### src/rtl/afoc_pkg.sv
// Shared constants for the aspect fit or fill crop block.
// Used by the top level; depends on nothing else.
package afoc_pkg;

  // Configuration register indexes.
  typedef enum logic [1:0] {
    REG_PANEL_WIDTH  = 2'd0,
    REG_PANEL_HEIGHT = 2'd1,
    REG_FILL_MODE    = 2'd2,
    REG_PAN_PERCENT  = 2'd3
  } reg_idx_e;

  // Pan register width and the divisor that turns half-percent steps into a fraction.
  localparam int unsigned PanBits = 8;
  localparam int unsigned PanDiv  = 200;

  // The pan division drops three bits (200 = 8 * 25) and then multiplies by a
  // rounded-up reciprocal of 25 scaled by 2**PanShift; the rounding error is
  // small enough that the quotient is exact for every pan product.
  localparam int unsigned PanShift = 26;
  localparam int unsigned PanRecip = ((1 << PanShift) + PanDiv / 8 - 1) / (PanDiv / 8);

endpackage

### src/rtl/afoc_cell.sv
// One restoring division cell: produces one quotient bit per cycle while en_i is high.
// Standalone; instantiated by afoc_div_chain.
module afoc_cell #(
  parameter int unsigned DW = 12,
  parameter int unsigned NW = 24,
  parameter int unsigned SW = 1
) (
  input  logic          clk_i,
  input  logic          rst_ni,
  input  logic          en_i,
  input  logic          valid_i,
  input  logic [DW-1:0] rem_i,
  input  logic [NW-1:0] nq_i,
  input  logic [DW-1:0] div_i,
  input  logic [SW-1:0] side_i,
  output logic          valid_o,
  output logic [DW-1:0] rem_o,
  output logic [NW-1:0] nq_o,
  output logic [DW-1:0] div_o,
  output logic [SW-1:0] side_o
);

  logic [DW:0]   trial;
  logic [DW:0]   diff;
  logic          ge;
  logic          valid_q;
  logic [DW-1:0] rem_q, rem_d;
  logic [NW-1:0] nq_q, nq_d;
  logic [DW-1:0] div_q;
  logic [SW-1:0] side_q;

  // Bring down the next numerator bit and try to subtract the divisor.
  always_comb begin
    trial = {rem_i, nq_i[NW-1]};
    diff  = trial - {1'b0, div_i};
    ge    = (trial >= {1'b0, div_i});
    rem_d = ge ? diff[DW-1:0] : trial[DW-1:0];
    nq_d  = {nq_i[NW-2:0], ge};
  end

  // Valid flag is control state; the rest is payload.
  always_ff @(posedge clk_i or negedge rst_ni) begin
    if (!rst_ni) begin
      valid_q <= 1'b0;
    end else if (en_i) begin
      valid_q <= valid_i;
    end
  end

  always_ff @(posedge clk_i) begin
    if (en_i) begin
      rem_q  <= rem_d;
      nq_q   <= nq_d;
      div_q  <= div_i;
      side_q <= side_i;
    end
  end

  assign valid_o = valid_q;
  assign rem_o   = rem_q;
  assign nq_o    = nq_q;
  assign div_o   = div_q;
  assign side_o  = side_q;

endmodule

### src/rtl/afoc_div_chain.sv
// Pipelined divider built as a row of afoc_cell instances.
// Depends on afoc_cell.
module afoc_div_chain #(
  parameter int unsigned DW = 12,
  parameter int unsigned NW = 24,
  parameter int unsigned SW = 1
) (
  input  logic          clk_i,
  input  logic          rst_ni,
  input  logic          en_i,
  input  logic          valid_i,
  input  logic [NW-1:0] num_i,
  input  logic [DW-1:0] div_i,
  input  logic [SW-1:0] side_i,
  output logic          valid_o,
  output logic [NW-1:0] quot_o,
  output logic [SW-1:0] side_o
);

  logic          valid_w [NW+1];
  logic [DW-1:0] rem_w   [NW+1];
  logic [NW-1:0] nq_w    [NW+1];
  logic [DW-1:0] div_w   [NW+1];
  logic [SW-1:0] side_w  [NW+1];

  assign valid_w[0] = valid_i;
  assign rem_w[0]   = '0;
  assign nq_w[0]    = num_i;
  assign div_w[0]   = div_i;
  assign side_w[0]  = side_i;

  // Each cell hands remainder, shifting numerator/quotient and sideband to the next.
  for (genvar g = 0; g < NW; g++) begin : g_cell
    afoc_cell #(.DW(DW), .NW(NW), .SW(SW)) u_cell (
      .clk_i   (clk_i),
      .rst_ni  (rst_ni),
      .en_i    (en_i),
      .valid_i (valid_w[g]),
      .rem_i   (rem_w[g]),
      .nq_i    (nq_w[g]),
      .div_i   (div_w[g]),
      .side_i  (side_w[g]),
      .valid_o (valid_w[g+1]),
      .rem_o   (rem_w[g+1]),
      .nq_o    (nq_w[g+1]),
      .div_o   (div_w[g+1]),
      .side_o  (side_w[g+1])
    );
  end

  assign valid_o = valid_w[NW];
  assign quot_o  = nq_w[NW];
  assign side_o  = side_w[NW];

endmodule

### src/rtl/aspect_fit_or_fill_crop.sv
// Top level of the aspect fit or fill crop block.
// Depends on afoc_pkg and afoc_div_chain.
//
// Each transaction carries a source picture size and yields one result with the
// source crop and the panel rectangle, either letterboxed or cropped to fill.
// The block is a single pipeline that takes one transaction every cycle; it
// runs through the product register, the two parallel aspect dividers and
// the select, pan product, pan reciprocal and output registers. The whole
// pipeline stalls only when a result waits at the output and the sink is
// not ready.
module aspect_fit_or_fill_crop #(
  parameter int unsigned DIM_BITS = 12
) (
  input  logic                          clk_i,
  input  logic                          rst_ni,
  input  logic                          cfg_we_i,
  input  logic [1:0]                    cfg_idx_i,
  input  logic [DIM_BITS-1:0]           cfg_data_i,
  input  logic                          in_valid_i,
  output logic                          in_ready_o,
  input  logic [DIM_BITS-1:0]           source_width_i,
  input  logic [DIM_BITS-1:0]           source_height_i,
  output logic                          out_valid_o,
  input  logic                          out_ready_i,
  output logic [DIM_BITS-1:0]           crop_left_o,
  output logic [DIM_BITS-1:0]           crop_top_o,
  output logic [DIM_BITS-1:0]           crop_width_o,
  output logic [DIM_BITS-1:0]           crop_height_o,
  output logic [DIM_BITS-1:0]           dest_left_o,
  output logic [DIM_BITS-1:0]           dest_top_o,
  output logic [DIM_BITS-1:0]           dest_width_o,
  output logic [DIM_BITS-1:0]           dest_height_o,
  output logic                          bad_size_o
);

  localparam int unsigned D   = DIM_BITS;
  localparam int unsigned QW  = 2 * D;
  localparam int unsigned PB  = afoc_pkg::PanBits;
  localparam int unsigned MW  = D + PB;
  localparam int unsigned SW3 = 9 * D + 4;
  localparam int unsigned YW  = MW - 3;
  localparam int unsigned RW  = $clog2(afoc_pkg::PanRecip + 1);
  localparam int unsigned PW  = YW + RW;

  // Configuration registers.
  logic [D-1:0]  pw_q, ph_q;
  logic          fill_q;
  logic [PB-1:0] pan_q;

  always_ff @(posedge clk_i or negedge rst_ni) begin
    if (!rst_ni) begin
      pw_q   <= D'(640);
      ph_q   <= D'(480);
      fill_q <= 1'b0;
      pan_q  <= '0;
    end else if (cfg_we_i) begin
      case (afoc_pkg::reg_idx_e'(cfg_idx_i))
        afoc_pkg::REG_PANEL_WIDTH:  pw_q   <= cfg_data_i;
        afoc_pkg::REG_PANEL_HEIGHT: ph_q   <= cfg_data_i;
        afoc_pkg::REG_FILL_MODE:    fill_q <= cfg_data_i[0];
        afoc_pkg::REG_PAN_PERCENT:  pan_q  <= cfg_data_i[PB-1:0];
        default: ;
      endcase
    end
  end

  // Global advance: everything moves unless a result is held at the output.
  logic en;
  logic out_valid_q;
  assign en         = !out_valid_q || out_ready_i;
  assign in_ready_o = en;

  // Stage 0: cross products and divisor selection.
  logic          v0_q, fsel_d, fsel0_q;
  logic [QW-1:0] pa0_q, pb0_q;
  logic [D-1:0]  d1_0_q, d2_0_q, sw0_q, sh0_q;

  assign fsel_d = fill_q && (source_width_i != '0) && (source_height_i != '0)
                  && (ph_q != '0);

  always_ff @(posedge clk_i or negedge rst_ni) begin
    if (!rst_ni) begin
      v0_q <= 1'b0;
    end else if (en) begin
      v0_q <= in_valid_i;
    end
  end

  always_ff @(posedge clk_i) begin
    if (en) begin
      pa0_q   <= QW'(source_height_i) * QW'(pw_q);
      pb0_q   <= QW'(source_width_i) * QW'(ph_q);
      d1_0_q  <= fsel_d ? ph_q : source_width_i;
      d2_0_q  <= fsel_d ? pw_q : source_height_i;
      sw0_q   <= source_width_i;
      sh0_q   <= source_height_i;
      fsel0_q <= fsel_d;
    end
  end

  // Two dividers side by side: the first and the fallback quotient of either mode.
  logic          va, vb;
  logic [QW-1:0] qa, qb;
  logic [QW-1:0] side_a;
  logic          fsel_b;

  afoc_div_chain #(.DW(D), .NW(QW), .SW(QW)) u_div_a (
    .clk_i(clk_i), .rst_ni(rst_ni), .en_i(en), .valid_i(v0_q),
    .num_i(pa0_q), .div_i(d1_0_q), .side_i({sw0_q, sh0_q}),
    .valid_o(va), .quot_o(qa), .side_o(side_a)
  );

  afoc_div_chain #(.DW(D), .NW(QW), .SW(1)) u_div_b (
    .clk_i(clk_i), .rst_ni(rst_ni), .en_i(en), .valid_i(v0_q),
    .num_i(pb0_q), .div_i(d2_0_q), .side_i(fsel0_q),
    .valid_o(vb), .quot_o(qb), .side_o(fsel_b)
  );

  // Stage 1: choose the axis or the fit, and place the panel rectangle.
  logic [D-1:0] swa, sha;
  logic         axis_d, bad_d;
  logic [D-1:0] csz_d, left_d, dl_d, dt_d, dw_d, dh_d, fw, fh;

  assign swa = side_a[QW-1:D];
  assign sha = side_a[D-1:0];

  always_comb begin
    axis_d = 1'b0;
    bad_d  = 1'b0;
    csz_d  = '0;
    left_d = '0;
    fw     = pw_q;
    fh     = qa[D-1:0];
    dl_d   = '0;
    dt_d   = '0;
    dw_d   = pw_q;
    dh_d   = ph_q;
    if (fsel_b) begin
      if (qa <= QW'(swa)) begin
        csz_d  = {qa[D-1:1], 1'b0};
        left_d = swa - csz_d;
      end else begin
        axis_d = 1'b1;
        csz_d  = {qb[D-1:1], 1'b0};
        left_d = sha - csz_d;
      end
    end else if (swa == '0 || sha == '0) begin
      bad_d = 1'b1;
      dw_d  = '0;
      dh_d  = '0;
      dl_d  = pw_q >> 1;
      dt_d  = ph_q >> 1;
    end else begin
      if (qa > QW'(ph_q)) begin
        fw = qb[D-1:0];
        fh = ph_q;
      end
      dw_d = {fw[D-1:1], 1'b0};
      dh_d = {fh[D-1:1], 1'b0};
      dl_d = (pw_q - dw_d) >> 1;
      dt_d = (ph_q - dh_d) >> 1;
    end
  end

  logic         v1_q, fsel1_q, axis1_q, bad1_q;
  logic [D-1:0] sw1_q, sh1_q, csz1_q, left1_q, dl1_q, dt1_q, dw1_q, dh1_q;

  always_ff @(posedge clk_i or negedge rst_ni) begin
    if (!rst_ni) begin
      v1_q <= 1'b0;
    end else if (en) begin
      v1_q <= va && vb;
    end
  end

  always_ff @(posedge clk_i) begin
    if (en) begin
      fsel1_q <= fsel_b;
      axis1_q <= axis_d;
      bad1_q  <= bad_d;
      sw1_q   <= swa;
      sh1_q   <= sha;
      csz1_q  <= csz_d;
      left1_q <= left_d;
      dl1_q   <= dl_d;
      dt1_q   <= dt_d;
      dw1_q   <= dw_d;
      dh1_q   <= dh_d;
    end
  end

  // Stage 2: pan product as sign and magnitude.
  logic [PB-1:0] pan_mag;
  logic          v2_q;
  logic [MW-1:0] mag2_q;
  logic [SW3-1:0] side2_q;

  assign pan_mag = pan_q[PB-1] ? (~pan_q + PB'(1)) : pan_q;

  always_ff @(posedge clk_i or negedge rst_ni) begin
    if (!rst_ni) begin
      v2_q <= 1'b0;
    end else if (en) begin
      v2_q <= v1_q;
    end
  end

  always_ff @(posedge clk_i) begin
    if (en) begin
      mag2_q  <= MW'(left1_q) * MW'(pan_mag);
      side2_q <= {fsel1_q, axis1_q, bad1_q, pan_q[PB-1], sw1_q, sh1_q, csz1_q,
                  left1_q, {1'b0, left1_q[D-1:2], 1'b0}, dl1_q, dt1_q, dw1_q, dh1_q};
    end
  end

  // Stage 3: divide the pan magnitude by the constant 200, truncating. The
  // low three bits are dropped and the rest is multiplied by the reciprocal of 25.
  logic [PW-1:0]  recip_prod;
  logic           v3_q;
  logic [D-1:0]   q3_q;
  logic [SW3-1:0] side3_q;

  assign recip_prod = PW'(mag2_q[MW-1:3]) * PW'(afoc_pkg::PanRecip);

  always_ff @(posedge clk_i or negedge rst_ni) begin
    if (!rst_ni) begin
      v3_q <= 1'b0;
    end else if (en) begin
      v3_q <= v2_q;
    end
  end

  always_ff @(posedge clk_i) begin
    if (en) begin
      q3_q    <= recip_prod[afoc_pkg::PanShift +: D];
      side3_q <= side2_q;
    end
  end

  // Final stage: apply pan, clamp into the leftover span and assemble the result.
  logic         f_fsel, f_axis, f_bad, f_neg;
  logic [D-1:0] f_sw, f_sh, f_csz, f_left, f_base, f_dl, f_dt, f_dw, f_dh;
  logic signed [D+1:0] off, pos;
  logic [D-1:0] pos_c, cl_d, ct_d, cw_d, ch_d;

  assign {f_fsel, f_axis, f_bad, f_neg, f_sw, f_sh, f_csz, f_left, f_base,
          f_dl, f_dt, f_dw, f_dh} = side3_q;

  always_comb begin
    off = $signed({2'b00, q3_q});
    if (f_neg) begin
      off = -off;
    end
    pos = $signed({2'b00, f_base}) + off;
    if (pos < 0) begin
      pos_c = '0;
    end else if (pos > $signed({2'b00, f_left})) begin
      pos_c = f_left;
    end else begin
      pos_c = pos[D-1:0];
    end
    pos_c = {pos_c[D-1:1], 1'b0};
    cl_d  = '0;
    ct_d  = '0;
    cw_d  = f_sw;
    ch_d  = f_sh;
    if (f_fsel) begin
      if (f_axis) begin
        ct_d = pos_c;
        ch_d = f_csz;
      end else begin
        cl_d = pos_c;
        cw_d = f_csz;
      end
    end
  end

  always_ff @(posedge clk_i or negedge rst_ni) begin
    if (!rst_ni) begin
      out_valid_q <= 1'b0;
    end else if (en) begin
      out_valid_q <= v3_q;
    end
  end

  always_ff @(posedge clk_i) begin
    if (en) begin
      crop_left_o   <= cl_d;
      crop_top_o    <= ct_d;
      crop_width_o  <= cw_d;
      crop_height_o <= ch_d;
      dest_left_o   <= f_dl;
      dest_top_o    <= f_dt;
      dest_width_o  <= f_dw;
      dest_height_o <= f_dh;
      bad_size_o    <= f_bad;
    end
  end

  assign out_valid_o = out_valid_q;

  // A zero source size always leaves an empty destination.
  assert property (@(posedge clk_i) disable iff (!rst_ni)
    out_valid_q && bad_size_o |-> dest_width_o == '0 && dest_height_o == '0)
    else $error("bad size result with nonempty destination");

  // Crop origins are always even.
  assert property (@(posedge clk_i) disable iff (!rst_ni)
    out_valid_q |-> !crop_left_o[0] && !crop_top_o[0])
    else $error("odd crop origin");

  // An accepted transaction enters the first stage.
  assert property (@(posedge clk_i) disable iff (!rst_ni)
    in_valid_i && in_ready_o |=> v0_q)
    else $error("accepted transaction lost at entry");

  // A held result stalls the whole pipeline.
  assert property (@(posedge clk_i) disable iff (!rst_ni)
    out_valid_q && !out_ready_i |=> $stable(v0_q) && $stable(v2_q))
    else $error("pipeline moved during output stall");

endmodule

### config.mk
export PLATFORM = sky130hd
export DESIGN_NAME = aspect_fit_or_fill_crop
export DESIGN_NICKNAME = d
export VERILOG_FILES = /design/src/rtl/afoc_pkg.sv /design/src/rtl/afoc_cell.sv /design/src/rtl/afoc_div_chain.sv /design/src/rtl/aspect_fit_or_fill_crop.sv
export SDC_FILE = /design/constraint.sdc
export NUM_CORES = 2
export LEC_CHECK = 0
export BUFFER_PORTS_ARGS = -buffer_cell sky130_fd_sc_hd__buf_2
export CORE_ASPECT_RATIO = 0.6
export CORE_UTILIZATION = 29
export CTS_CLUSTER_DIAMETER = 30
export DETAILED_ROUTE_END_ITERATION = 8
export HOLD_SLACK_MARGIN = 0.02
export PLACE_DENSITY = 0.49
export SLEW_MARGIN = 20
export SYNTH_ARGS = -nofsm -noshare
export SYNTH_HDL_FRONTEND = slang
export SYNTH_HIERARCHICAL = 1
export SYNTH_SLANG_ARGS = --single-unit
### constraint.sdc
create_clock -name clk_i -period 148.7 [get_ports clk_i]
set_input_delay 7.435 -clock clk_i [delete_from_list [all_inputs] [get_ports clk_i]]
set_output_delay 7.435 -clock clk_i [all_outputs]
set_load 0.1 [all_outputs]
==> impl_metrics.tcl <==
set metrics [dict create \
    placedCellCount 18500 \
    top_layer "met5" \
    crit_slowest_cell "buf_2" \
    worstSetupPathType "in2out" \
    via_count 87300 \
    fin_area_um2 185000 \
    timing.rr.start "out_valid_o$_DFFE_PN0P_" \
    tritoncts "yes" \
    die_w_um 957 \
    cts_sinks 3180 \
    grt_first_pass_wirelength_um 530000 \
    path_clk_slew_ns 0.06 \
    grt_max_degree 179 \
    netlist_instances 11100 \
    status "complete, no violations" \
    layout.nets 13100 \
    drv_cap 0 \
    fmax_mhz 63.3 \
    io_pins 142 \
    wl_met2_um 123000 \
    cts_max_level 5 \
    die_y_um 575 \
    antenna_found_initial 32 \
    num_rows 210 \
    grt_pass1_vias 83600 \
    worst_slew_pin_slew_ns 1.14 \
    post-route-drc-count 0 \
    worstHoldStart "u_div_a/g_cell[13].u_cell/nq_o[8]$_DFFE_PP_" \
    ant_nets 0 \
    drtIter0Drc 7655 \
    startpoint "out_ready_i" \
    cts_hold_buf 0 \
    cpLargestDelayFamily "buffers and inverters" \
    insertion_delay_ns 0.97 \
    syn_area_um2 159000 \
    required_ns 141.26 \
    setup_viol 0 \
    path_common_cell "buf_2" \
    end_kind "output pin" \
    grt-ovfl-total 0 \
    cts_resized 0 \
    grt_setup_unrepaired "false" \
    cp.arrival_ns 8.36 \
    postCtsSetupBuffers 0 \
    worst-path-buf-inv 2 \
    portBuffers 137 \
    avgSynthCellArea_um2 14.3 \
    crit_chain "buf_2 -> nand2b_4 -> buf_2" \
    setup_ws_ns 132.90 \
    ys_warn_count 6 \
    cts.path.max_buffers 4 \
    relSlewSlack_pct 23.9 \
    max_stage_delay_ns 0.51 \
    post_dp_cell_area_um2 168000 \
    clock_skew_ns 0.116 \
    maxSlewViolCount 0 \
    core-area_um2 545000 \
    fillers 52900 \
    preCtsSetupSlack_ns 132.86 \
    startpoint_type "input port" \
    finalCriticalPeriod_ns 15.80 \
    cts-root-buf "clkbuf_16" \
    crit_fanout 28 \
    areaGrowthSynthToFinish_pct 16.6 \
    dieArea_um2 550000 \
    met1_length_um 196000 \
    hold_viol_final 0 \
    routed_via_density 4.49 \
    start_util_pct 29.1 \
    grt_usage_pct 12.4 \
    hold_class "reg2reg" \
    routed_wl_um 350000 \
    post-route-period-util_pct 10.6 \
    tns_ns 0 \
    numCtsBuffers 475 \
    routabilityCongestion 0.847 \
    drive_gt1_share_pct 15.6 \
    dr.pass1.iters 8 \
    wl_per_cell_um 18.0 \
    routed-wl-met3_um 25200 \
    instances_no_fill 19400 \
    hpwl_um 254000 \
]
-- final timing paths --
| kind | to | slack [ns] | cells after the start |
|---|---|---|---|
| setup / recovery | in_ready_o | 132.90 | 3 |
| hold / removal | u_div_a/g_cell[14].u_cell/nq_o[9]$_DFFE_PP_ | 0.32 | 0 |
| setup reg to reg | u_div_b/g_cell[16].u_cell/div_o[2]$_DFFE_PP_ | 140.30 | 10 |
| hold reg to reg | u_div_a/g_cell[14].u_cell/nq_o[9]$_DFFE_PP_ | 0.32 | 0 |
| max in group asynchronous | u_div_b/g_cell[0].u_cell/valid_o$_DFFE_PN0P_ | 141.12 | 2 |
| min in group asynchronous | pw_q[5]$_DFFE_PN0P_ | 6.54 | 1 |
-- routing by layer --
metal  up-vias  track usage [%]
met1     42800             21.3
li1      41900                -
met3       489             3.06
met4         2             2.28
met2      2081             14.8
met5         -                0
-- metrics by stage --
stage,hold WS (ns),utilization (%)
after floorplan,0.400,-
after global placement,0.400,30.9
after detailed placement,0.405,30.9
after CTS,0.304,33.9
after global routing,0.307,34.0
final,0.316,34.0
-- cells in the final DEF (no fill, tap or decap), types with 315 or more instances in the layout --
master / instances
nor2_1: 544
mux2_4: 315
nand2_1: 503
edfxtp_1: 3094
inv_1: 1345
a21oi_1: 335
fa_1: 422
nand3_1: 438
clkbuf_16: 478
ha_1: 973
-- flip-flops by register name, indices dropped and copies added (netlist names), 17 cells and up --
register and cells:
mag2_q 17, pa0_q 24, pb0_q 23, side2_q 97, side3_q 97, u_div_a/g_cell.u_cell/div_o 276, u_div_a/g_cell.u_cell/nq_o 576, u_div_a/g_cell.u_cell/rem_o 276
u_div_a/g_cell.u_cell/side_o 576, u_div_a/g_cell.u_cell/valid_o 24, u_div_b/g_cell.u_cell/div_o 264, u_div_b/g_cell.u_cell/nq_o 330, u_div_b/g_cell.u_cell/rem_o 264, u_div_b/g_cell.u_cell/side_o 24, u_div_b/g_cell.u_cell/valid_o 24
-- area by class of cell --
| type | instances | area (µm²) | share of cell area (%) |
|---|---|---|---|
| flip-flops and latches | 3180 | 95100 | 51.3 |
| multi-input cells | 6456 | 57500 | 31.1 |
| clock buffers | 503 | 12100 | 6.51 |
| well taps | 7314 | 9150 | 4.94 |
| inverters | 1345 | 5050 | 2.73 |
| clock inverters | 395 | 4720 | 2.55 |
| repair buffers | 235 | 1550 | 0.835 |
| diodes | 8 | 20.0 | 0.0108 |
Power is not shown: default switching activity piles up to over one toggle a cycle in this logic, so the estimate is an artifact.
